[config.mk]
export PLATFORM = sky130hd
export DESIGN_NAME = tcal_out_skid
export DESIGN_NICKNAME = d
export VERILOG_FILES = /design/src/rtl/core/tcal_pkg.sv /design/src/rtl/core/tcal_out_skid.sv
export SDC_FILE = /design/constraint.sdc
export NUM_CORES = 1
export LEC_CHECK = 0
export BUFFER_PORTS_ARGS = -buffer_cell sky130_fd_sc_hd__buf_2
export CAP_MARGIN = 5
export CELL_PAD_IN_SITES_DETAIL_PLACEMENT = 0
export CELL_PAD_IN_SITES_GLOBAL_PLACEMENT = 1
export CORE_MARGIN = 1
export CORE_UTILIZATION = 48
export DETAILED_ROUTE_END_ITERATION = 10
export GPL_TIMING_DRIVEN = 0
export PLACE_DENSITY_LB_ADDON = 0.08
export REMOVE_ABC_BUFFERS = 1
export SYNTH_ARGS = -nofsm -noshare
export SYNTH_HDL_FRONTEND = slang
export SYNTH_SLANG_ARGS = --single-unit
[constraint.sdc]
create_clock -name clk -period 9.08 [get_ports clk]
set_input_delay 1.816 -clock clk [delete_from_list [all_inputs] [get_ports clk]]
set_output_delay 1.816 -clock clk [all_outputs]
set_load 0.01 [all_outputs]
[src/rtl/core/tcal_pkg.sv]
// Shared types, constants and constant-divider helpers for the timestamp to calendar block.
// Depends on nothing; every other file of the block but tcal_checker imports it.
package tcal_pkg;

    localparam int TIME_W = 58;
    localparam int DAYS_W = 22;
    localparam int SOD_W  = 17;

    // Rounding offset: half a centisecond in microseconds
    localparam logic [12:0] HALF_CS_US = 13'd5000;

    // Shift from the epoch to 0000-03-01
    localparam logic [DAYS_W-1:0] DAY_SHIFT = 22'd719468;

    localparam logic [13:0] YEARS_PER_ERA = 14'd400;

    // Divisors; the power-of-two parts are taken off by shifting
    localparam logic [31:0] DIV_SEC   = 32'd15625;   // 1e6 / 64
    localparam logic [31:0] DIV_DAY   = 32'd675;     // 86400 / 128
    localparam logic [31:0] DIV_CS    = 32'd625;     // 10000 / 16
    localparam logic [31:0] DIV_ERA   = 32'd146097;
    localparam logic [31:0] DIV_4Y    = 32'd1460;
    localparam logic [31:0] DIV_100Y  = 32'd36524;
    localparam logic [31:0] DIV_400Y  = 32'd146096;
    localparam logic [31:0] DIV_YEAR  = 32'd365;
    localparam logic [31:0] DIV_HOUR  = 32'd3600;
    localparam logic [31:0] DIV_MIN   = 32'd60;
    localparam logic [31:0] DIV_MONTH = 32'd153;

    // Reciprocals floor(2^32 / d): the estimate is exact or one short
    localparam logic [31:0] RCP_SEC   = 32'((64'd1 << 32) / 64'(DIV_SEC));
    localparam logic [31:0] RCP_DAY   = 32'((64'd1 << 32) / 64'(DIV_DAY));
    localparam logic [31:0] RCP_CS    = 32'((64'd1 << 32) / 64'(DIV_CS));
    localparam logic [31:0] RCP_ERA   = 32'((64'd1 << 32) / 64'(DIV_ERA));
    localparam logic [31:0] RCP_4Y    = 32'((64'd1 << 32) / 64'(DIV_4Y));
    localparam logic [31:0] RCP_100Y  = 32'((64'd1 << 32) / 64'(DIV_100Y));
    localparam logic [31:0] RCP_400Y  = 32'((64'd1 << 32) / 64'(DIV_400Y));
    localparam logic [31:0] RCP_YEAR  = 32'((64'd1 << 32) / 64'(DIV_YEAR));
    localparam logic [31:0] RCP_HOUR  = 32'((64'd1 << 32) / 64'(DIV_HOUR));
    localparam logic [31:0] RCP_MIN   = 32'((64'd1 << 32) / 64'(DIV_MIN));
    localparam logic [31:0] RCP_MONTH = 32'((64'd1 << 32) / 64'(DIV_MONTH));

    typedef struct packed {
        logic [31:0] q;
        logic [31:0] r;
    } qr_t;

    // Day count, second of day and centisecond handed to the calendar stages
    typedef struct packed {
        logic [DAYS_W-1:0] days;
        logic [SOD_W-1:0]  sod;
        logic [6:0]        cs;
    } split_t;

    typedef struct packed {
        logic [13:0] year;
        logic [3:0]  month;
        logic [4:0]  day;
        logic [4:0]  hour;
        logic [5:0]  minute;
        logic [5:0]  second;
        logic [6:0]  centisecond;
    } cal_t;

    // Quotient estimate: high word of n * rcp
    function automatic logic [31:0] quot_est(input logic [31:0] n, input logic [31:0] rcp);
        logic [63:0] prod;
        prod = {32'd0, n} * {32'd0, rcp};
        return prod[63:32];
    endfunction

    // Correct an estimate that may be one short and return quotient and remainder
    function automatic qr_t quot_fix(input logic [31:0] n, input logic [31:0] q_est,
                                     input logic [31:0] d);
        logic [63:0] prod;
        logic [31:0] r;
        qr_t         res;
        prod = {32'd0, q_est} * {32'd0, d};
        r    = n - prod[31:0];
        if (r >= d)
        begin
            res.q = q_est + 32'd1;
            res.r = r - d;
        end
        else
        begin
            res.q = q_est;
            res.r = r;
        end
        return res;
    endfunction

    // First day of a March-based month within the year: (153 * mp + 2) / 5
    function automatic logic [8:0] month_start(input logic [3:0] mp);
        logic [8:0] v;
        case (mp)
            4'd0:    v = 9'd0;
            4'd1:    v = 9'd31;
            4'd2:    v = 9'd61;
            4'd3:    v = 9'd92;
            4'd4:    v = 9'd122;
            4'd5:    v = 9'd153;
            4'd6:    v = 9'd184;
            4'd7:    v = 9'd214;
            4'd8:    v = 9'd245;
            4'd9:    v = 9'd275;
            4'd10:   v = 9'd306;
            4'd11:   v = 9'd337;
            default: v = 9'd0;
        endcase
        return v;
    endfunction

endpackage

[src/rtl/core/tcal_out_skid.sv]
// Output register with one skid entry; freezes the pipeline only once the skid is full.
// Depends on tcal_pkg.
module tcal_out_skid (
    input  logic           clk,
    input  logic           rst_n,
    input  logic           pipe_valid,
    input  tcal_pkg::cal_t pipe_cal,
    output logic           en,
    input  logic           out_ready,
    output logic           out_valid,
    output tcal_pkg::cal_t out_cal
);
    import tcal_pkg::*;

    logic ov_reg;
    logic ov_next;
    logic sv_reg;
    logic sv_next;
    cal_t o_reg;
    cal_t o_next;
    cal_t s_reg;
    cal_t s_next;
    logic o_free;

    assign o_free = !ov_reg || out_ready;

    always_comb
    begin
        ov_next = ov_reg;
        sv_next = sv_reg;
        o_next  = o_reg;
        s_next  = s_reg;
        if (sv_reg)
        begin
            // drain the skid entry first
            if (o_free)
            begin
                ov_next = 1'b1;
                sv_next = 1'b0;
                o_next  = s_reg;
            end
        end
        else if (o_free)
        begin
            ov_next = pipe_valid;
            o_next  = pipe_cal;
        end
        else if (pipe_valid)
        begin
            sv_next = 1'b1;
            s_next  = pipe_cal;
        end
    end

    always_ff @(posedge clk or negedge rst_n)
    begin
        if (!rst_n)
        begin
            ov_reg <= 1'b0;
            sv_reg <= 1'b0;
        end
        else
        begin
            ov_reg <= ov_next;
            sv_reg <= sv_next;
        end
    end

    always_ff @(posedge clk)
    begin
        o_reg <= o_next;
        s_reg <= s_next;
    end

    assign en        = !sv_reg;
    assign out_valid = ov_reg;
    assign out_cal   = o_reg;

endmodule

==> flow_summary.json <==
{
  "status": "complete, no violations",
  "p_leak_nw": 1.78,
  "cts_max_path_buffers": 2,
  "worst-r2r-setup-slack_ps": 6520,
  "drt_wl_total_mm": 5.50,
  "synth_warnings": 0,
  "r2r-start": "sv_reg$_DFF_PN0_",
  "peakVddDrop_mv": 0.103,
  "grt_pass1_wl_mm": 8.63,
  "max_clock_freq_mhz": 262,
  "syn_avg_cell_area_um2": 24.0,
  "h-tree-depth": 3,
  "antenna_found_initial": 0,
  "clkTransAtPathRegs_ps": 90,
  "grt_pass1_vias": 1711,
  "vias": 1707,
  "crit_top_cell": "buf_6",
  "grt-ovfl-total": 0,
  "finalSetupTns_ps": 0,
  "ys_types": 11,
  "slowest_delay_ps": 890,
  "crit_required_ps": 9140,
  "drtIter0Drc": 46,
  "worstPathArrival_ps": 3870,
  "ys_seq_area_frac": 0.774,
  "cp_num_buf_inv": 4,
  "critPathSlowestCell": "nor3b_2",
  "wire_per_inst_um": 15.0,
  "worstPathMaxFanout": 24,
  "grt_max_degree": 51,
  "cp-start-kind": "input pin",
  "period_needed_ps": 3810,
  "final-hold-violation-count": 0,
  "cts_tree": "done",
  "yosysMostFrequentCell": "edfxtp_1",
  "firstDrtPassIters": 4,
  "synth_common_cells": "edfxtp_1 (94), mux2_4 (47), buf_12 (4), dfrtp_1 (2), nor2_1 (2)",
  "worst_r2r_endpoint": "s_reg[14]$_DFFE_PP_",
  "power.density_nw_per_um2": 194,
  "yosysTopAreaCell": "edfxtp_1",
  "synth_edf_count": 94,
  "drive_gt1_frac": 0.621,
  "critPathTopFamily": "simple AND/OR/NAND/NOR gates",
  "critical_path_class": "in2reg",
  "die-area_um2": 8090,
  "io_pins": 100,
  "fin_skew_ps": 11.9,
  "core-area_um2": 7370,
  "antennaDiodeCount": 0,
  "hpwl_mm": 3.65,
  "place.gp.congestion": 0.681,
  "worstHoldStart": "s_reg[0]$_DFFE_PP_",
  "synth_area_um2": 3710,
  "fillerInstances": 561,
  "area_delta_synth_final_pct": 20.4,
  "drv_cap": 0,
  "cts_resized": 0,
  "ys.flop_type": "edfxtp_1",
  "finalNonFillerCells": 368,
  "finalSetupViolCount": 0,
  "cts_root_buf": "clkbuf_8",
  "hold_path_depth": 1,
  "row_count": 31,
  "hold_end": "out_cal[0]$_DFFE_PP_",
  "routed_via_density": 4.64,
  "final_nets": 315,
  "die_x_um": 90.0,
  "grt_use_total": 0.141,
  "clk_latency_ps": 350,
  "detail-route-antenna-nets": 0,
  "postSynthCellCount": 155,
  "holdBufCountCts": 0,
  "placedCellCount": 352,
  "report.final.slew_viol_count": 0,
  "path_cells": "buf_2, nand2b_2, nor3b_2, buf_6, buf_8, buf_6",
  "seqCellArea_um2": 2880,
  "synth_top_area_frac": 0.760,
  "port_buffers": 99,
  "drc": 0,
  "tightest_slew_ps": 943,
  "multi_input_area_um2": 738,
  "relSlewSlack": 0.372,
  "reg2regPathDepth": 4,
  "synth.area.top_cells": "edfxtp_1 (76%), mux2_4 (19%), buf_12 (2.2%)",
  "rsz0062_at_grt": "false",
  "cts_buffers": 9,
  "async_flop_share": 0.0208,
  "fin_util": 0.607,
  "crit_path_end_kind": "register",
  "power_mw": 0.869,
  "finalCritPeriodShare": 0.420,
  "start_util": 0.504,
  "hold_class": "reg2reg",
  "cts_sinks": 96,
  "synth-seq-cells": 96,
  "fp.dieH_um": 90.0,
  "cts_setup_buffers": 0
}
==> per-layer routing <==
metal,GRT usage,up-vias,share of wire
met3,0.0482,10,0.069
li1,-,825,-
met5,0,-,0
met1,0.185,807,0.45
met4,0.0766,0,0.018
met2,0.209,65,0.46
==> through the flow <==
stage / setup slack, ps / hold WS, ps / instance area, µm²
global route: 5090 / 558 / 4470
finish: 5270 / 549 / 4470
global placement: -665 / 530 / 4230
CTS: 5190 / 548 / 4470
floorplan: 2000 / 527 / 3610
detailed placement: 4840 / 535 / 4310
==> cell families (layout without fill, tap and decap cells) <==
logic type	Yosys count	after routing	share of synthesized area
muxes	47	47	0.190
buffers and inverters	7	121	0.0296
DFF	96	96	0.774
and+or+nand+nor	5	5	0.00674
==> worst max-delay path by stage <==
stage	from	end	slack [ps]	cells past startpoint
2_1_floorplan	out_ready	s_reg[0]$_DFFE_PP_	2000	2
3_3_place_gp	out_ready	s_reg[4]$_DFFE_PP_	-660	3
3_5_place_dp	out_ready	s_reg[43]$_DFFE_PP_	4840	6
4_1_cts	out_ready	s_reg[46]$_DFFE_PP_	5190	6
5_1_grt	out_ready	s_reg[32]$_DFFE_PP_	5090	6
6_report	out_ready	s_reg[46]$_DFFE_PP_	5270	6
==> worst register-to-register path, stage by stage (launching register included) <==
cell	delay, ps
dfrtp_4	810
nor3b_2	880
buf_6	260
buf_8	160
buf_6	160
==> cell type report <==
cell class,instances,area share
Timing Repair Buffer,104,0.126
Inverter,1,0.000839
Clock buffer,11,0.0294
Multi-Input combinational cell,52,0.165
Tap cell,99,0.0277
Sequential cell,96,0.643
Clock inverter,5,0.00755
==> where the power goes <==
| part | total (mW) | switching [mW] | internal [mW] |
|---|---|---|---|
| clock | 0.235 | 0.136 | 0.0987 |
| sequential | 0.539 | 0.0155 | 0.523 |
| combinational | 0.0951 | 0.0405 | 0.0546 |
| total | 0.869 | 0.192 | 0.677 |
==> placed cells by master, fill, tap and decap left out <==
cell type and count:
buf_2 99, edfxtp_1 94, mux2_4 47, clkbuf_8 9, clkinvlp_4 4, buf_6 3
nor2_1 2, clkbuf_1 2, inv_1 1, nand2b_2 1, nor3b_2 1, nand2_1 1
clkinv_1 1, buf_12 1, buf_8 1, dfrtp_1 1, dfrtp_4 1
No activity file was read; power rests on OpenSTA's default activity.
