## src/rtl/core/tcal_pkg.sv

```systemverilog
// Shared types, constants and constant-divider helpers for the timestamp to calendar block.
// Depends on nothing; every other file of the block but tcal_checker imports it.
package tcal_pkg;

    localparam int TIME_W = 58;
    localparam int DAYS_W = 22;
    localparam int SOD_W  = 17;

    // Rounding offset: half a centisecond in microseconds
    localparam logic [12:0] HALF_CS_US = 13'd5000;

    // Shift from the epoch to 0000-03-01
    localparam logic [DAYS_W-1:0] DAY_SHIFT = 22'd719468;

    localparam logic [13:0] YEARS_PER_ERA = 14'd400;

    // Divisors; the power-of-two parts are taken off by shifting
    localparam logic [31:0] DIV_SEC   = 32'd15625;   // 1e6 / 64
    localparam logic [31:0] DIV_DAY   = 32'd675;     // 86400 / 128
    localparam logic [31:0] DIV_CS    = 32'd625;     // 10000 / 16
    localparam logic [31:0] DIV_ERA   = 32'd146097;
    localparam logic [31:0] DIV_4Y    = 32'd1460;
    localparam logic [31:0] DIV_100Y  = 32'd36524;
    localparam logic [31:0] DIV_400Y  = 32'd146096;
    localparam logic [31:0] DIV_YEAR  = 32'd365;
    localparam logic [31:0] DIV_HOUR  = 32'd3600;
    localparam logic [31:0] DIV_MIN   = 32'd60;
    localparam logic [31:0] DIV_MONTH = 32'd153;

    // Reciprocals floor(2^32 / d): the estimate is exact or one short
    localparam logic [31:0] RCP_SEC   = 32'((64'd1 << 32) / 64'(DIV_SEC));
    localparam logic [31:0] RCP_DAY   = 32'((64'd1 << 32) / 64'(DIV_DAY));
    localparam logic [31:0] RCP_CS    = 32'((64'd1 << 32) / 64'(DIV_CS));
    localparam logic [31:0] RCP_ERA   = 32'((64'd1 << 32) / 64'(DIV_ERA));
    localparam logic [31:0] RCP_4Y    = 32'((64'd1 << 32) / 64'(DIV_4Y));
    localparam logic [31:0] RCP_100Y  = 32'((64'd1 << 32) / 64'(DIV_100Y));
    localparam logic [31:0] RCP_400Y  = 32'((64'd1 << 32) / 64'(DIV_400Y));
    localparam logic [31:0] RCP_YEAR  = 32'((64'd1 << 32) / 64'(DIV_YEAR));
    localparam logic [31:0] RCP_HOUR  = 32'((64'd1 << 32) / 64'(DIV_HOUR));
    localparam logic [31:0] RCP_MIN   = 32'((64'd1 << 32) / 64'(DIV_MIN));
    localparam logic [31:0] RCP_MONTH = 32'((64'd1 << 32) / 64'(DIV_MONTH));

    typedef struct packed {
        logic [31:0] q;
        logic [31:0] r;
    } qr_t;

    // Day count, second of day and centisecond handed to the calendar stages
    typedef struct packed {
        logic [DAYS_W-1:0] days;
        logic [SOD_W-1:0]  sod;
        logic [6:0]        cs;
    } split_t;

    typedef struct packed {
        logic [13:0] year;
        logic [3:0]  month;
        logic [4:0]  day;
        logic [4:0]  hour;
        logic [5:0]  minute;
        logic [5:0]  second;
        logic [6:0]  centisecond;
    } cal_t;

    // Quotient estimate: high word of n * rcp
    function automatic logic [31:0] quot_est(input logic [31:0] n, input logic [31:0] rcp);
        logic [63:0] prod;
        prod = {32'd0, n} * {32'd0, rcp};
        return prod[63:32];
    endfunction

    // Correct an estimate that may be one short and return quotient and remainder
    function automatic qr_t quot_fix(input logic [31:0] n, input logic [31:0] q_est,
                                     input logic [31:0] d);
        logic [63:0] prod;
        logic [31:0] r;
        qr_t         res;
        prod = {32'd0, q_est} * {32'd0, d};
        r    = n - prod[31:0];
        if (r >= d)
        begin
            res.q = q_est + 32'd1;
            res.r = r - d;
        end
        else
        begin
            res.q = q_est;
            res.r = r;
        end
        return res;
    endfunction

    // First day of a March-based month within the year: (153 * mp + 2) / 5
    function automatic logic [8:0] month_start(input logic [3:0] mp);
        logic [8:0] v;
        case (mp)
            4'd0:    v = 9'd0;
            4'd1:    v = 9'd31;
            4'd2:    v = 9'd61;
            4'd3:    v = 9'd92;
            4'd4:    v = 9'd122;
            4'd5:    v = 9'd153;
            4'd6:    v = 9'd184;
            4'd7:    v = 9'd214;
            4'd8:    v = 9'd245;
            4'd9:    v = 9'd275;
            4'd10:   v = 9'd306;
            4'd11:   v = 9'd337;
            default: v = 9'd0;
        endcase
        return v;
    endfunction

endpackage

```

## src/rtl/core/tcal_sec_div.sv

```systemverilog
// Front stages: round to centiseconds and split microseconds into days, second of day
// and centisecond by chunked constant division. Depends on tcal_pkg.
module tcal_sec_div (
    input  logic                        clk,
    input  logic                        rst_n,
    input  logic                        en,
    input  logic                        in_valid,
    input  logic [tcal_pkg::TIME_W-1:0] time_us,
    output logic                        out_valid,
    output tcal_pkg::split_t            split
);
    import tcal_pkg::*;

    localparam int NST = 9;

    typedef struct packed {
        logic [58:0]       x;
        logic [3:0]        q1;
        logic [13:0]       rem;
        logic [17:0]       q2;
        logic [17:0]       q3;
        logic [19:0]       rem_us;
        logic [DAYS_W-1:0] days;
        logic [SOD_W-1:0]  sod;
        logic [6:0]        cs;
    } sd_t;

    sd_t          st_reg  [1:NST];
    sd_t          st_next [1:NST];
    logic [NST:1] vld_reg;

    always_comb
    begin
        sd_t         s;
        logic [31:0] e;
        logic [31:0] e2;
        logic [31:0] secs_hi;
        qr_t         f;
        qr_t         f2;

        // add half a centisecond
        s      = '0;
        s.x    = 59'(time_us) + 59'(HALF_CS_US);
        st_next[1] = s;

        // top chunk of x / 1e6
        s    = st_reg[1];
        e    = quot_est(32'(s.x[58:42]), RCP_SEC);
        s.q1 = e[3:0];
        st_next[2] = s;

        s     = st_reg[2];
        f     = quot_fix(32'(s.x[58:42]), 32'(s.q1), DIV_SEC);
        s.q1  = f.q[3:0];
        s.rem = f.r[13:0];
        st_next[3] = s;

        // middle chunk
        s    = st_reg[3];
        e    = quot_est({s.rem, s.x[41:24]}, RCP_SEC);
        s.q2 = e[17:0];
        st_next[4] = s;

        s     = st_reg[4];
        f     = quot_fix({s.rem, s.x[41:24]}, 32'(s.q2), DIV_SEC);
        s.q2  = f.q[17:0];
        s.rem = f.r[13:0];
        st_next[5] = s;

        // low chunk
        s    = st_reg[5];
        e    = quot_est({s.rem, s.x[23:6]}, RCP_SEC);
        s.q3 = e[17:0];
        st_next[6] = s;

        s        = st_reg[6];
        f        = quot_fix({s.rem, s.x[23:6]}, 32'(s.q3), DIV_SEC);
        s.q3     = f.q[17:0];
        s.rem    = f.r[13:0];
        s.rem_us = {f.r[13:0], s.x[5:0]};
        st_next[7] = s;

        // seconds / 86400 and leftover microseconds / 10000
        s       = st_reg[7];
        secs_hi = {s.q1[2:0], s.q2, s.q3[17:7]};
        e       = quot_est(secs_hi, RCP_DAY);
        e2      = quot_est(32'(s.rem_us[19:4]), RCP_CS);
        s.days  = e[DAYS_W-1:0];
        s.cs    = e2[6:0];
        st_next[8] = s;

        s       = st_reg[8];
        secs_hi = {s.q1[2:0], s.q2, s.q3[17:7]};
        f       = quot_fix(secs_hi, 32'(s.days), DIV_DAY);
        f2      = quot_fix(32'(s.rem_us[19:4]), 32'(s.cs), DIV_CS);
        s.days  = f.q[DAYS_W-1:0];
        s.sod   = {f.r[9:0], s.q3[6:0]};
        s.cs    = f2.q[6:0];
        st_next[9] = s;
    end

    always_ff @(posedge clk or negedge rst_n)
    begin
        if (!rst_n)
        begin
            vld_reg <= '0;
        end
        else if (en)
        begin
            vld_reg <= {vld_reg[NST-1:1], in_valid};
        end
    end

    always_ff @(posedge clk)
    begin
        if (en)
        begin
            for (int k = 1; k <= NST; k++)
            begin
                st_reg[k] <= st_next[k];
            end
        end
    end

    assign out_valid  = vld_reg[NST];
    assign split.days = st_reg[NST].days;
    assign split.sod  = st_reg[NST].sod;
    assign split.cs   = st_reg[NST].cs;

endmodule

```

## config.mk

```make
export PLATFORM = sky130hd
export DESIGN_NAME = tcal_sec_div
export DESIGN_NICKNAME = d
export VERILOG_FILES = /design/src/rtl/core/tcal_pkg.sv /design/src/rtl/core/tcal_sec_div.sv
export SDC_FILE = /design/constraint.sdc
export NUM_CORES = 2
export LEC_CHECK = 0
export BUFFER_PORTS_ARGS = -buffer_cell sky130_fd_sc_hd__buf_2
export CORE_UTILIZATION = 36
export CTS_CLUSTER_SIZE = 16
export DETAILED_ROUTE_END_ITERATION = 10
export GPL_TIMING_DRIVEN = 0
export HOLD_SLACK_MARGIN = 0.15
export MAX_ROUTING_LAYER = met4
export SYNTH_ARGS = -nofsm -noshare
export SYNTH_HDL_FRONTEND = slang
export SYNTH_SLANG_ARGS = --single-unit
```

## constraint.sdc

```tcl
create_clock -name clk -period 20.6 [get_ports clk]
set_input_delay 1.03 -clock clk [delete_from_list [all_inputs] [get_ports clk]]
set_output_delay 1.03 -clock clk [all_outputs]
set_load 0.05 [all_outputs]
```

==> run metrics <==
Slew Viols, Final 0; Die X between 400 and 500 um; period utilisation layout 0.445; Highest Signal Layer met4; vias per std cell 4.65; First-pass DRT Iterations 6; Rows 172; CTS sink count about 560; grt ovf 0; routed via count 49,400; WS Path Type register to register; Worst Path Required 21.01 ns; setup TNS 0 ns; CTS buffer count 73; min Tclk post-route about 9.2 ns; dpl hpwl ~140,000 um; largest net degree at the start of global routing a little over 100; Total GRT Usage 0.161; core footprint 220,000 um^2; Post-CTS Resized 0; Mapped Nets between 10,000 and 15,000; Top FF cell, synth edfxtp_1; Nets about 10,000; layout cell share with drive strength beyond 1 0.0424; Avg WL per Cell 15.9 um; IO Pins between 100 and 150; fillers between 20,000 and 25,000; Detail Route Antenna Nets 0; Max transition margin 0.318; CP endpoint kind register; Chip Height approximately 470 um; Final setup viols 0; syn_area_per_cell between 10 and 15 um^2; root buf cell clkbuf_16; Worst Setup SP st_reg[0][1145]; RR Startpoint st_reg[0][1145]; register bit total from synthesis between 500 and 600; Netlist cell types between 80 and 90; commonest non-fill, non-tap cell in the layout inv_1; Final Hold Vio Count 0; Die Area between 200,000 and 250,000 um^2; IO buf count 105; Post-synth ARST share 0.0160; max-cap violations 0; first-pass GRT wire length between 200,000 and 300,000 um; most frequent cells in the layout inv_1 (2,193), ha_1 (1,500), fa_1 (1,171), edfxtp_1 (555), xnor2_1 (243); Hold WC Path Type register to register; number of flip-flops in the largest register 555; EDFF count, synth around 560; H-tree depth 3; synthesized cell area about 80,000 um^2; WL final between 150,000 and 200,000 um; CP Launch Type register; Layout area overhead 8.65%; DRT iter0 DRCs 2,078; Syn Inst Count 7,430; status completed; Max Root-Sink Buffers 3; vias in the first global route between 50,000 and 60,000; metal2 WL 81,700 um; insertion delay to the later sink of the worst-skew pair 0.72 ns; Clk pin slew, worst setup/hold paths 0.07 ns; Post-Route M1 WL roughly 78,000 um; crit path max fanout 8; CTS tree yes; initial antenna violation count 2; RD Place Congestion 0.891; Ant. Diodes 0; met3 WL roughly 5100 um; Seq/Total Area, Yosys 0.211; Residual DRC 0; fmax about 110 MHz; RSZ-0062 raised after global routing false; Fin Clk Skew approximately 0.045 ns; CP arrival roughly 9.6 ns; Least-Margin Pin Slew about 1 ns; synthesis warning total 0; hold_sp st_reg[0][322]; Initial Utilization 0.363
## cell type report
| cell class | instances | area, um^2 | area share |
|---|---|---|---|
| inverters | 2193 | 8230 | 0.0947 |
| plain buffers | 90 | 520 | 0.00599 |
| clock inverters | 46 | 591 | 0.00679 |
| repair buffers | 111 | 683 | 0.00786 |
| flip-flops and latches | 564 | 16900 | 0.194 |
| clock buffers | 85 | 1940 | 0.0223 |
| well taps | 2958 | 3700 | 0.0426 |
| multi-input cells | 4583 | 54400 | 0.625 |
## logic make-up after synthesis
logic type,share of synthesized area
flops,0.211
xor+xnor,0.0343
buf+inv,0.109
fa+ha+maj,0.528
mux,0.00388
simple gates,0.0543
compound gates,0.0594
## layer usage
layer / vias up / GRT usage
li1: 24100 / -
met1: 24500 / 0.208
met2: 679 / 0.270
met5: - / -
met4: 0 / 0.0379
met3: 216 / 0.0173
## synth_stat cells (all sizes together), types with 13 or more instances
master / instances / area share
nor2b: 41 / 0.0032
nor3: 69 / 0.0044
a21boi: 13 / 0.0012
nor2: 192 / 0.0090
and3: 46 / 0.0037
o21a: 47 / 0.0044
or2: 17 / 0.0013
nand3: 82 / 0.0051
inv: 2193 / 0.10
mux2i: 13 / 0.0016
and2: 26 / 0.0020
xor2: 70 / 0.0077
o211ai: 17 / 0.0017
a21o: 103 / 0.0097
buf: 49 / 0.0046
a2111oi: 14 / 0.0018
nand2: 199 / 0.0093
xnor2: 243 / 0.027
a21oi: 179 / 0.011
o31ai: 18 / 0.0017
ha: 1500 / 0.23
or3: 20 / 0.0016
fa: 1171 / 0.29
edfxtp: 555 / 0.21
a31oi: 24 / 0.0019
mux2: 16 / 0.0023
o21ai: 129 / 0.0081
nand4: 47 / 0.0037
nand2b: 46 / 0.0036
a211oi: 22 / 0.0021
o21bai: 24 / 0.0023
clkbuf: 41 / 0.0019
nor4: 19 / 0.0016
## critical path, stage by stage (launching register included)
cell       delay (ns)
edfxtp_1         0.59
inv_1            0.20
fa_1             0.57
inv_1            0.05
fa_1             0.50
fa_1             0.52
fa_1             0.52
fa_1             0.52
fa_1             0.54
inv_1            0.04
ha_1             0.39
a21oi_1          0.13
o21ai_0          0.74
or2_2            0.27
a31oi_1          0.10
a311oi_1         0.31
o2111ai_1        0.16
a2111oi_0        0.54
nand4_1          0.23
nor3_2           0.71
nor2_1           0.24
and3_1           0.31
clkbuf_1         0.20
xnor2_1          0.49
## final timing paths
path                            slack, ns  cells past startpoint         endpoint
worst max-delay path                11.43                     23  st_reg[0][1325]
worst min-delay path                 0.38                      0   st_reg[0][501]
worst max register to register      11.43                     23  st_reg[0][1325]
worst min register to register       0.38                      0   st_reg[0][501]
max in group asynchronous           19.71                      2       vld_reg[9]
min in group asynchronous            0.72                      2       vld_reg[5]
## repair_timing
| action | CTS | global route |
|---|---|---|
| hold endpoints to repair | 9 | 0 |
| buffers inserted | 0 | 0 |
| hold buffers | 1 | 0 |
## per-stage QoR
step	std cells	worst slack [ns]	util	hold slack, ns	instance area (um^2)
final	10600	11.43	0.395	0.378	86900
after global routing	10600	11.02	0.395	0.390	86900
after CTS	10600	11.38	0.395	0.380	86900
after detailed placement	10500	11.41	0.383	0.405	84400
after global placement	10500	9.60	0.383	0.400	84200
after floorplan	7430	13.37	-	0.400	80000
Power is left out: the tool's default activity adds up to more than one toggle a clock period on the data nets, which glitch-free logic cannot reach.
