## src/rtl/core/tcal_pkg.sv

```systemverilog
// Shared types, constants and constant-divider helpers for the timestamp to calendar block.
// Depends on nothing; every other file of the block but tcal_checker imports it.
package tcal_pkg;

    localparam int TIME_W = 58;
    localparam int DAYS_W = 22;
    localparam int SOD_W  = 17;

    // Rounding offset: half a centisecond in microseconds
    localparam logic [12:0] HALF_CS_US = 13'd5000;

    // Shift from the epoch to 0000-03-01
    localparam logic [DAYS_W-1:0] DAY_SHIFT = 22'd719468;

    localparam logic [13:0] YEARS_PER_ERA = 14'd400;

    // Divisors; the power-of-two parts are taken off by shifting
    localparam logic [31:0] DIV_SEC   = 32'd15625;   // 1e6 / 64
    localparam logic [31:0] DIV_DAY   = 32'd675;     // 86400 / 128
    localparam logic [31:0] DIV_CS    = 32'd625;     // 10000 / 16
    localparam logic [31:0] DIV_ERA   = 32'd146097;
    localparam logic [31:0] DIV_4Y    = 32'd1460;
    localparam logic [31:0] DIV_100Y  = 32'd36524;
    localparam logic [31:0] DIV_400Y  = 32'd146096;
    localparam logic [31:0] DIV_YEAR  = 32'd365;
    localparam logic [31:0] DIV_HOUR  = 32'd3600;
    localparam logic [31:0] DIV_MIN   = 32'd60;
    localparam logic [31:0] DIV_MONTH = 32'd153;

    // Reciprocals floor(2^32 / d): the estimate is exact or one short
    localparam logic [31:0] RCP_SEC   = 32'((64'd1 << 32) / 64'(DIV_SEC));
    localparam logic [31:0] RCP_DAY   = 32'((64'd1 << 32) / 64'(DIV_DAY));
    localparam logic [31:0] RCP_CS    = 32'((64'd1 << 32) / 64'(DIV_CS));
    localparam logic [31:0] RCP_ERA   = 32'((64'd1 << 32) / 64'(DIV_ERA));
    localparam logic [31:0] RCP_4Y    = 32'((64'd1 << 32) / 64'(DIV_4Y));
    localparam logic [31:0] RCP_100Y  = 32'((64'd1 << 32) / 64'(DIV_100Y));
    localparam logic [31:0] RCP_400Y  = 32'((64'd1 << 32) / 64'(DIV_400Y));
    localparam logic [31:0] RCP_YEAR  = 32'((64'd1 << 32) / 64'(DIV_YEAR));
    localparam logic [31:0] RCP_HOUR  = 32'((64'd1 << 32) / 64'(DIV_HOUR));
    localparam logic [31:0] RCP_MIN   = 32'((64'd1 << 32) / 64'(DIV_MIN));
    localparam logic [31:0] RCP_MONTH = 32'((64'd1 << 32) / 64'(DIV_MONTH));

    typedef struct packed {
        logic [31:0] q;
        logic [31:0] r;
    } qr_t;

    // Day count, second of day and centisecond handed to the calendar stages
    typedef struct packed {
        logic [DAYS_W-1:0] days;
        logic [SOD_W-1:0]  sod;
        logic [6:0]        cs;
    } split_t;

    typedef struct packed {
        logic [13:0] year;
        logic [3:0]  month;
        logic [4:0]  day;
        logic [4:0]  hour;
        logic [5:0]  minute;
        logic [5:0]  second;
        logic [6:0]  centisecond;
    } cal_t;

    // Quotient estimate: high word of n * rcp
    function automatic logic [31:0] quot_est(input logic [31:0] n, input logic [31:0] rcp);
        logic [63:0] prod;
        prod = {32'd0, n} * {32'd0, rcp};
        return prod[63:32];
    endfunction

    // Correct an estimate that may be one short and return quotient and remainder
    function automatic qr_t quot_fix(input logic [31:0] n, input logic [31:0] q_est,
                                     input logic [31:0] d);
        logic [63:0] prod;
        logic [31:0] r;
        qr_t         res;
        prod = {32'd0, q_est} * {32'd0, d};
        r    = n - prod[31:0];
        if (r >= d)
        begin
            res.q = q_est + 32'd1;
            res.r = r - d;
        end
        else
        begin
            res.q = q_est;
            res.r = r;
        end
        return res;
    endfunction

    // First day of a March-based month within the year: (153 * mp + 2) / 5
    function automatic logic [8:0] month_start(input logic [3:0] mp);
        logic [8:0] v;
        case (mp)
            4'd0:    v = 9'd0;
            4'd1:    v = 9'd31;
            4'd2:    v = 9'd61;
            4'd3:    v = 9'd92;
            4'd4:    v = 9'd122;
            4'd5:    v = 9'd153;
            4'd6:    v = 9'd184;
            4'd7:    v = 9'd214;
            4'd8:    v = 9'd245;
            4'd9:    v = 9'd275;
            4'd10:   v = 9'd306;
            4'd11:   v = 9'd337;
            default: v = 9'd0;
        endcase
        return v;
    endfunction

endpackage

```

## src/rtl/core/tcal_civil.sv

```systemverilog
// Back stages: civil-from-days date conversion and time-of-day split.
// Depends on tcal_pkg.
module tcal_civil (
    input  logic             clk,
    input  logic             rst_n,
    input  logic             en,
    input  logic             in_valid,
    input  tcal_pkg::split_t split,
    output logic             out_valid,
    output tcal_pkg::cal_t   cal
);
    import tcal_pkg::*;

    localparam int NST = 11;

    typedef struct packed {
        logic [DAYS_W-1:0] z;
        logic [4:0]        era;
        logic [17:0]       doe;
        logic [6:0]        qa;
        logic [2:0]        qb;
        logic              qc;
        logic [17:0]       num;
        logic [8:0]        yoe;
        logic [8:0]        doy;
        logic [3:0]        mp;
        logic [SOD_W-1:0]  sod;
        logic [4:0]        hour;
        logic [11:0]       rem_h;
        logic [5:0]        minute;
        logic [5:0]        second;
        logic [6:0]        cs;
    } civ_t;

    civ_t         st_reg  [1:NST];
    civ_t         st_next [1:NST];
    logic [NST:1] vld_reg;
    cal_t         cal_reg;
    cal_t         cal_next;
    logic         cal_vld_reg;

    always_comb
    begin
        civ_t        s;
        logic [31:0] e;
        logic [31:0] ea;
        logic [31:0] eb;
        logic [31:0] ec;
        qr_t         f;
        qr_t         fa;
        qr_t         fb;
        qr_t         fc;
        logic [10:0] mpn;
        logic [17:0] yr_days;
        logic [17:0] doy_w;
        logic [1:0]  cent;
        logic [8:0]  dd;
        logic [3:0]  m;
        logic [13:0] yy;

        // shift epoch to March-based day count; start the hour estimate
        s      = '0;
        s.z    = split.days + DAY_SHIFT;
        s.sod  = split.sod;
        s.cs   = split.cs;
        e      = quot_est(32'(split.sod), RCP_HOUR);
        s.hour = e[4:0];
        st_next[1] = s;

        s       = st_reg[1];
        e       = quot_est(32'(s.z), RCP_ERA);
        s.era   = e[4:0];
        f       = quot_fix(32'(s.sod), 32'(s.hour), DIV_HOUR);
        s.hour  = f.q[4:0];
        s.rem_h = f.r[11:0];
        st_next[2] = s;

        s        = st_reg[2];
        f        = quot_fix(32'(s.z), 32'(s.era), DIV_ERA);
        s.era    = f.q[4:0];
        s.doe    = f.r[17:0];
        e        = quot_est(32'(s.rem_h), RCP_MIN);
        s.minute = e[5:0];
        st_next[3] = s;

        // leap corrections within the era
        s        = st_reg[3];
        ea       = quot_est(32'(s.doe), RCP_4Y);
        eb       = quot_est(32'(s.doe), RCP_100Y);
        ec       = quot_est(32'(s.doe), RCP_400Y);
        s.qa     = ea[6:0];
        s.qb     = eb[2:0];
        s.qc     = ec[0];
        f        = quot_fix(32'(s.rem_h), 32'(s.minute), DIV_MIN);
        s.minute = f.q[5:0];
        s.second = f.r[5:0];
        st_next[4] = s;

        s    = st_reg[4];
        fa   = quot_fix(32'(s.doe), 32'(s.qa), DIV_4Y);
        fb   = quot_fix(32'(s.doe), 32'(s.qb), DIV_100Y);
        fc   = quot_fix(32'(s.doe), 32'(s.qc), DIV_400Y);
        s.qa = fa.q[6:0];
        s.qb = fb.q[2:0];
        s.qc = fc.q[0];
        st_next[5] = s;

        s     = st_reg[5];
        s.num = s.doe - 18'(s.qa) + 18'(s.qb) - 18'(s.qc);
        st_next[6] = s;

        // year of era
        s     = st_reg[6];
        e     = quot_est(32'(s.num), RCP_YEAR);
        s.yoe = e[8:0];
        st_next[7] = s;

        s     = st_reg[7];
        f     = quot_fix(32'(s.num), 32'(s.yoe), DIV_YEAR);
        s.yoe = f.q[8:0];
        st_next[8] = s;

        // day of March-based year; yoe stays below 400, so centuries by compare
        s = st_reg[8];
        if (s.yoe >= 9'd300)
            cent = 2'd3;
        else if (s.yoe >= 9'd200)
            cent = 2'd2;
        else if (s.yoe >= 9'd100)
            cent = 2'd1;
        else
            cent = 2'd0;
        yr_days = 18'(s.yoe) * 18'(DIV_YEAR) + 18'(s.yoe[8:2]) - 18'(cent);
        doy_w   = s.doe - yr_days;
        s.doy   = doy_w[8:0];
        st_next[9] = s;

        // March-based month
        s    = st_reg[9];
        mpn  = 11'(s.doy) * 11'd5 + 11'd2;
        e    = quot_est(32'(mpn), RCP_MONTH);
        s.mp = e[3:0];
        st_next[10] = s;

        s    = st_reg[10];
        mpn  = 11'(s.doy) * 11'd5 + 11'd2;
        f    = quot_fix(32'(mpn), 32'(s.mp), DIV_MONTH);
        s.mp = f.q[3:0];
        st_next[11] = s;

        // final date; January and February belong to the next civil year
        s  = st_reg[11];
        dd = s.doy - month_start(s.mp) + 9'd1;
        m  = (s.mp < 4'd10) ? (s.mp + 4'd3) : (s.mp - 4'd9);
        yy = 14'(s.era) * YEARS_PER_ERA + 14'(s.yoe) + ((m <= 4'd2) ? 14'd1 : 14'd0);
        cal_next.year        = yy;
        cal_next.month       = m;
        cal_next.day         = dd[4:0];
        cal_next.hour        = s.hour;
        cal_next.minute      = s.minute;
        cal_next.second      = s.second;
        cal_next.centisecond = s.cs;
    end

    always_ff @(posedge clk or negedge rst_n)
    begin
        if (!rst_n)
        begin
            vld_reg     <= '0;
            cal_vld_reg <= 1'b0;
        end
        else if (en)
        begin
            vld_reg     <= {vld_reg[NST-1:1], in_valid};
            cal_vld_reg <= vld_reg[NST];
        end
    end

    always_ff @(posedge clk)
    begin
        if (en)
        begin
            for (int k = 1; k <= NST; k++)
            begin
                st_reg[k] <= st_next[k];
            end
            cal_reg <= cal_next;
        end
    end

    assign out_valid = cal_vld_reg;
    assign cal       = cal_reg;

endmodule

```

## config.mk

```make
export PLATFORM = sky130hd
export DESIGN_NAME = tcal_civil
export DESIGN_NICKNAME = d
export VERILOG_FILES = /design/src/rtl/core/tcal_pkg.sv /design/src/rtl/core/tcal_civil.sv
export SDC_FILE = /design/constraint.sdc
export NUM_CORES = 2
export LEC_CHECK = 0
export BUFFER_PORTS_ARGS = -buffer_cell sky130_fd_sc_hd__buf_2
export CORE_MARGIN = 2
export CORE_UTILIZATION = 40
export DETAILED_ROUTE_END_ITERATION = 16
export GPL_TIMING_DRIVEN = 0
export SETUP_SLACK_MARGIN = 0.2
export SKIP_CTS_REPAIR_TIMING = 1
export SYNTH_ARGS = -nofsm -noshare
export SYNTH_HDL_FRONTEND = slang
export SYNTH_SLANG_ARGS = --single-unit
```

## constraint.sdc

```tcl
create_clock -name clk -period 7.9 [get_ports clk]
set_clock_uncertainty 0.15 [all_clocks]
set_input_delay 0.79 -clock clk [delete_from_list [all_inputs] [get_ports clk]]
set_output_delay 0.79 -clock clk [all_outputs]
set_load 0.02 [all_outputs]
```

==> results.sh <==
export IMPL_cts_max_level=3
export IMPL_dieArea_um2=175000
export IMPL_place_hpwl_mm=109
export IMPL_synth_top_area_share_pct=27.5
export IMPL_yosys_area_top_type="edfxtp_1"
export IMPL_rows=152
export IMPL_fin_crit_ps=7470
export IMPL_period_share_pct=94.6
export IMPL_slowest_delay_ps=850
export IMPL_grtUsageTotal_pct=15.7
export IMPL_ant_nets=0
export IMPL_arrival_ps=7680
export IMPL_start_util_pct=40.2
export IMPL_cts_tree="done"
export IMPL_synth_edff_count=631
export IMPL_maxCapViolations=0
export IMPL_syn_nets=8086
export IMPL_cts_inserted_buffers=70
export IMPL_layoutNonFillerInstCount=8439
export IMPL_drt_iter0_markers=1683
export IMPL_layout_drive_gt1_share_pct=5.97
export IMPL_place_congestion=0.886
export IMPL_grt_first_pass_wirelength_mm=222
export IMPL_num_vias=41000
export IMPL_run_status="completed"
export IMPL_syn_mean_instance_area_um2=11.8
export IMPL_worstSetupEndpointType="register"
export IMPL_use_met1_pct=21.0
export IMPL_holdCritPathClass="input pin to register"
export IMPL_grt_pass1_vias=43200
export IMPL_numClockSinks=643
export IMPL_clk_latency_ps=640
export IMPL_grt_max_degree=131
export IMPL_yosys_warnings=0
export IMPL_viasPerCell=4.86
export IMPL_io_buffers=97
export IMPL_drc=0
export IMPL_use_met3_pct=2.01
export IMPL_critPathLaunchType="register"
export IMPL_yosys_top_cells_area="edfxtp_1 (28%), ha_1 (25%), fa_1 (24%)"
export IMPL_die_h_um=419
export IMPL_worstPathCellList="ha_1, ha_1, or2_2, inv_1, fa_1, fa_1, inv_1, fa_1, fa_1, ha_1, or3_1, a221oi_1, o211ai_1, a31oi_1, nor3b_1, or3_1, a221o_1, or4b_1, o311ai_0"
export IMPL_tightestPinTransition_ps=1180
export IMPL_area_growth_pct=9.63
export IMPL_async_reset_ff_share_pct=1.87
export IMPL_cts_root_buffer="clkbuf_16"
export IMPL_grt_overflow_total=0
export IMPL_antenna_found_initial=0
export IMPL_path_clk_slew_ps=70
export IMPL_synth_seq_cells=643
export IMPL_yosys_most_used_dff="edfxtp_1"
export IMPL_criticalPathCategory="register to register"
export IMPL_final_max_slew_violation_count=0
export IMPL_n_antenna_cell=0
export IMPL_critPathMaxFanout=11
export IMPL_first_pass_iters=7
export IMPL_finalHoldViolCount=0
export IMPL_syn_instance_count=5831
export IMPL_core_um2=171000
export IMPL_final_cell_mix="ha_1 (1374), inv_1 (1323), fa_1 (830)"
export IMPL_grt_use_met2_pct=27.2
export IMPL_cts_buffer_depth=3
export IMPL_cp_required_ps=8110
export IMPL_place_inst=8243
export IMPL_synth_yosys_seq_area_share_pct=28.0
export IMPL_holdWs_ps=174
export IMPL_final_nets=8333
export IMPL_rsz0062_at_grt="no"
export IMPL_cp_common_cell="fa_1"
export IMPL_final_common_cell="ha_1"
export IMPL_setup_viol=0
export IMPL_yosysUniqueCellTypes=94
export IMPL_io_pins=98
export IMPL_post_drt_wl_per_cell_um=15.9
export IMPL_largest_reg_flops=584
export IMPL_fmax_mhz=134
export IMPL_wl_mm=134
export IMPL_slew_limit_headroom_pct=21.4
export IMPL_netlist_area_um2=68800
export IMPL_fp_dieW_um=419
export IMPL_grt_busiest_layer="met2"
export IMPL_slowest_stage="edfxtp_1"
cell type report:
cell class / instances / area, um2
Clock inverter: 41 / 562
Timing Repair Buffer: 175 / 1270
Clock buffer: 82 / 1820
Tap cell: 2310 / 2890
Inverter: 1324 / 4970
Multi-Input combinational cell: 3847 / 44600
Fill cell: 15800 / 95900
Sequential cell: 643 / 19200
Buffer: 17 / 75.1
metrics by stage:
step	setup WS (ps)	utilization, %	area (um2)	setup TNS, ps
floorplan	728	-	68800	0
global placement	-4560	42.1	72200	-2429480
detailed placement	-612	42.2	72400	-1980
CTS	-625	43.6	74800	-2040
global route	187	44.0	75500	0
finish	428	44.0	75500	0
layer usage:
| metal | vias up | wire length [um] |
|---|---|---|
| met3 | 132 | 3640 |
| met1 | 20400 | 62100 |
| met4 | 0 | 2520 |
| met2 | 452 | 65800 |
| met5 | - | 0 |
| li1 | 20100 | - |
Yosys cell counts, types with 24 or more instances:
cell type,count
a21o_1,95
nand4_1,28
inv_1,1324
nor3_1,52
xnor2_1,188
edfxtp_1,631
xor2_1,81
and3_1,28
a31oi_1,26
nand2_1,134
nand3_1,56
o21bai_1,38
nor2b_1,39
o21ai_0,124
a211oi_1,24
fa_1,830
ha_1,1375
o21a_1,45
nand2b_1,42
or2_2,28
o211ai_1,26
a21oi_1,166
nor2_1,149
kinds of logic (layout without fill, tap and decap cells):
group	Yosys count	after routing	share of synthesized area (%)
multiplexers	35	35	0.562
buffers and inverters	1341	1639	7.33
flip-flops	643	643	28.0
XOR/XNOR	270	270	3.46
adder cells (fa/ha/maj)	2206	2206	49.1
AO/OA/AOI/OAI	698	698	6.85
AND/OR/NAND/NOR	638	638	4.71
worst paths after layout:
kind                                          startpoint                        end  slack [ps]  depth (start not counted)
worst min register to register  st_reg[0][867]$_DFFE_PP_  st_reg[0][1016]$_DFFE_PP_         240                          0
max in group asynchronous                          rst_n     vld_reg[6]$_DFFE_PN0P_        6970                          2
worst max-delay path            st_reg[0][555]$_DFFE_PP_   st_reg[0][698]$_DFFE_PP_         430                         19
worst min-delay path                            split[5]   st_reg[0][154]$_DFFE_PP_         170                          1
worst max register to register  st_reg[0][555]$_DFFE_PP_   st_reg[0][698]$_DFFE_PP_         430                         19
min in group asynchronous                          rst_n      out_valid$_DFFE_PN0P_         410                          2
critical path: cells and delay by family (launching register included):
| family | cells | cell delay (ps) |
|---|---|---|
| AND/OR/NAND/NOR | 5 | 1690 |
| AO/OA/AOI/OAI | 5 | 1380 |
| adder cells (fa/ha/maj) | 7 | 2950 |
| flip-flops | 1 | 850 |
| buffers and inverters | 2 | 150 |
Power is left out: the tool's default activity adds up to more than one toggle a clock period on the data nets, which glitch-free logic cannot reach.
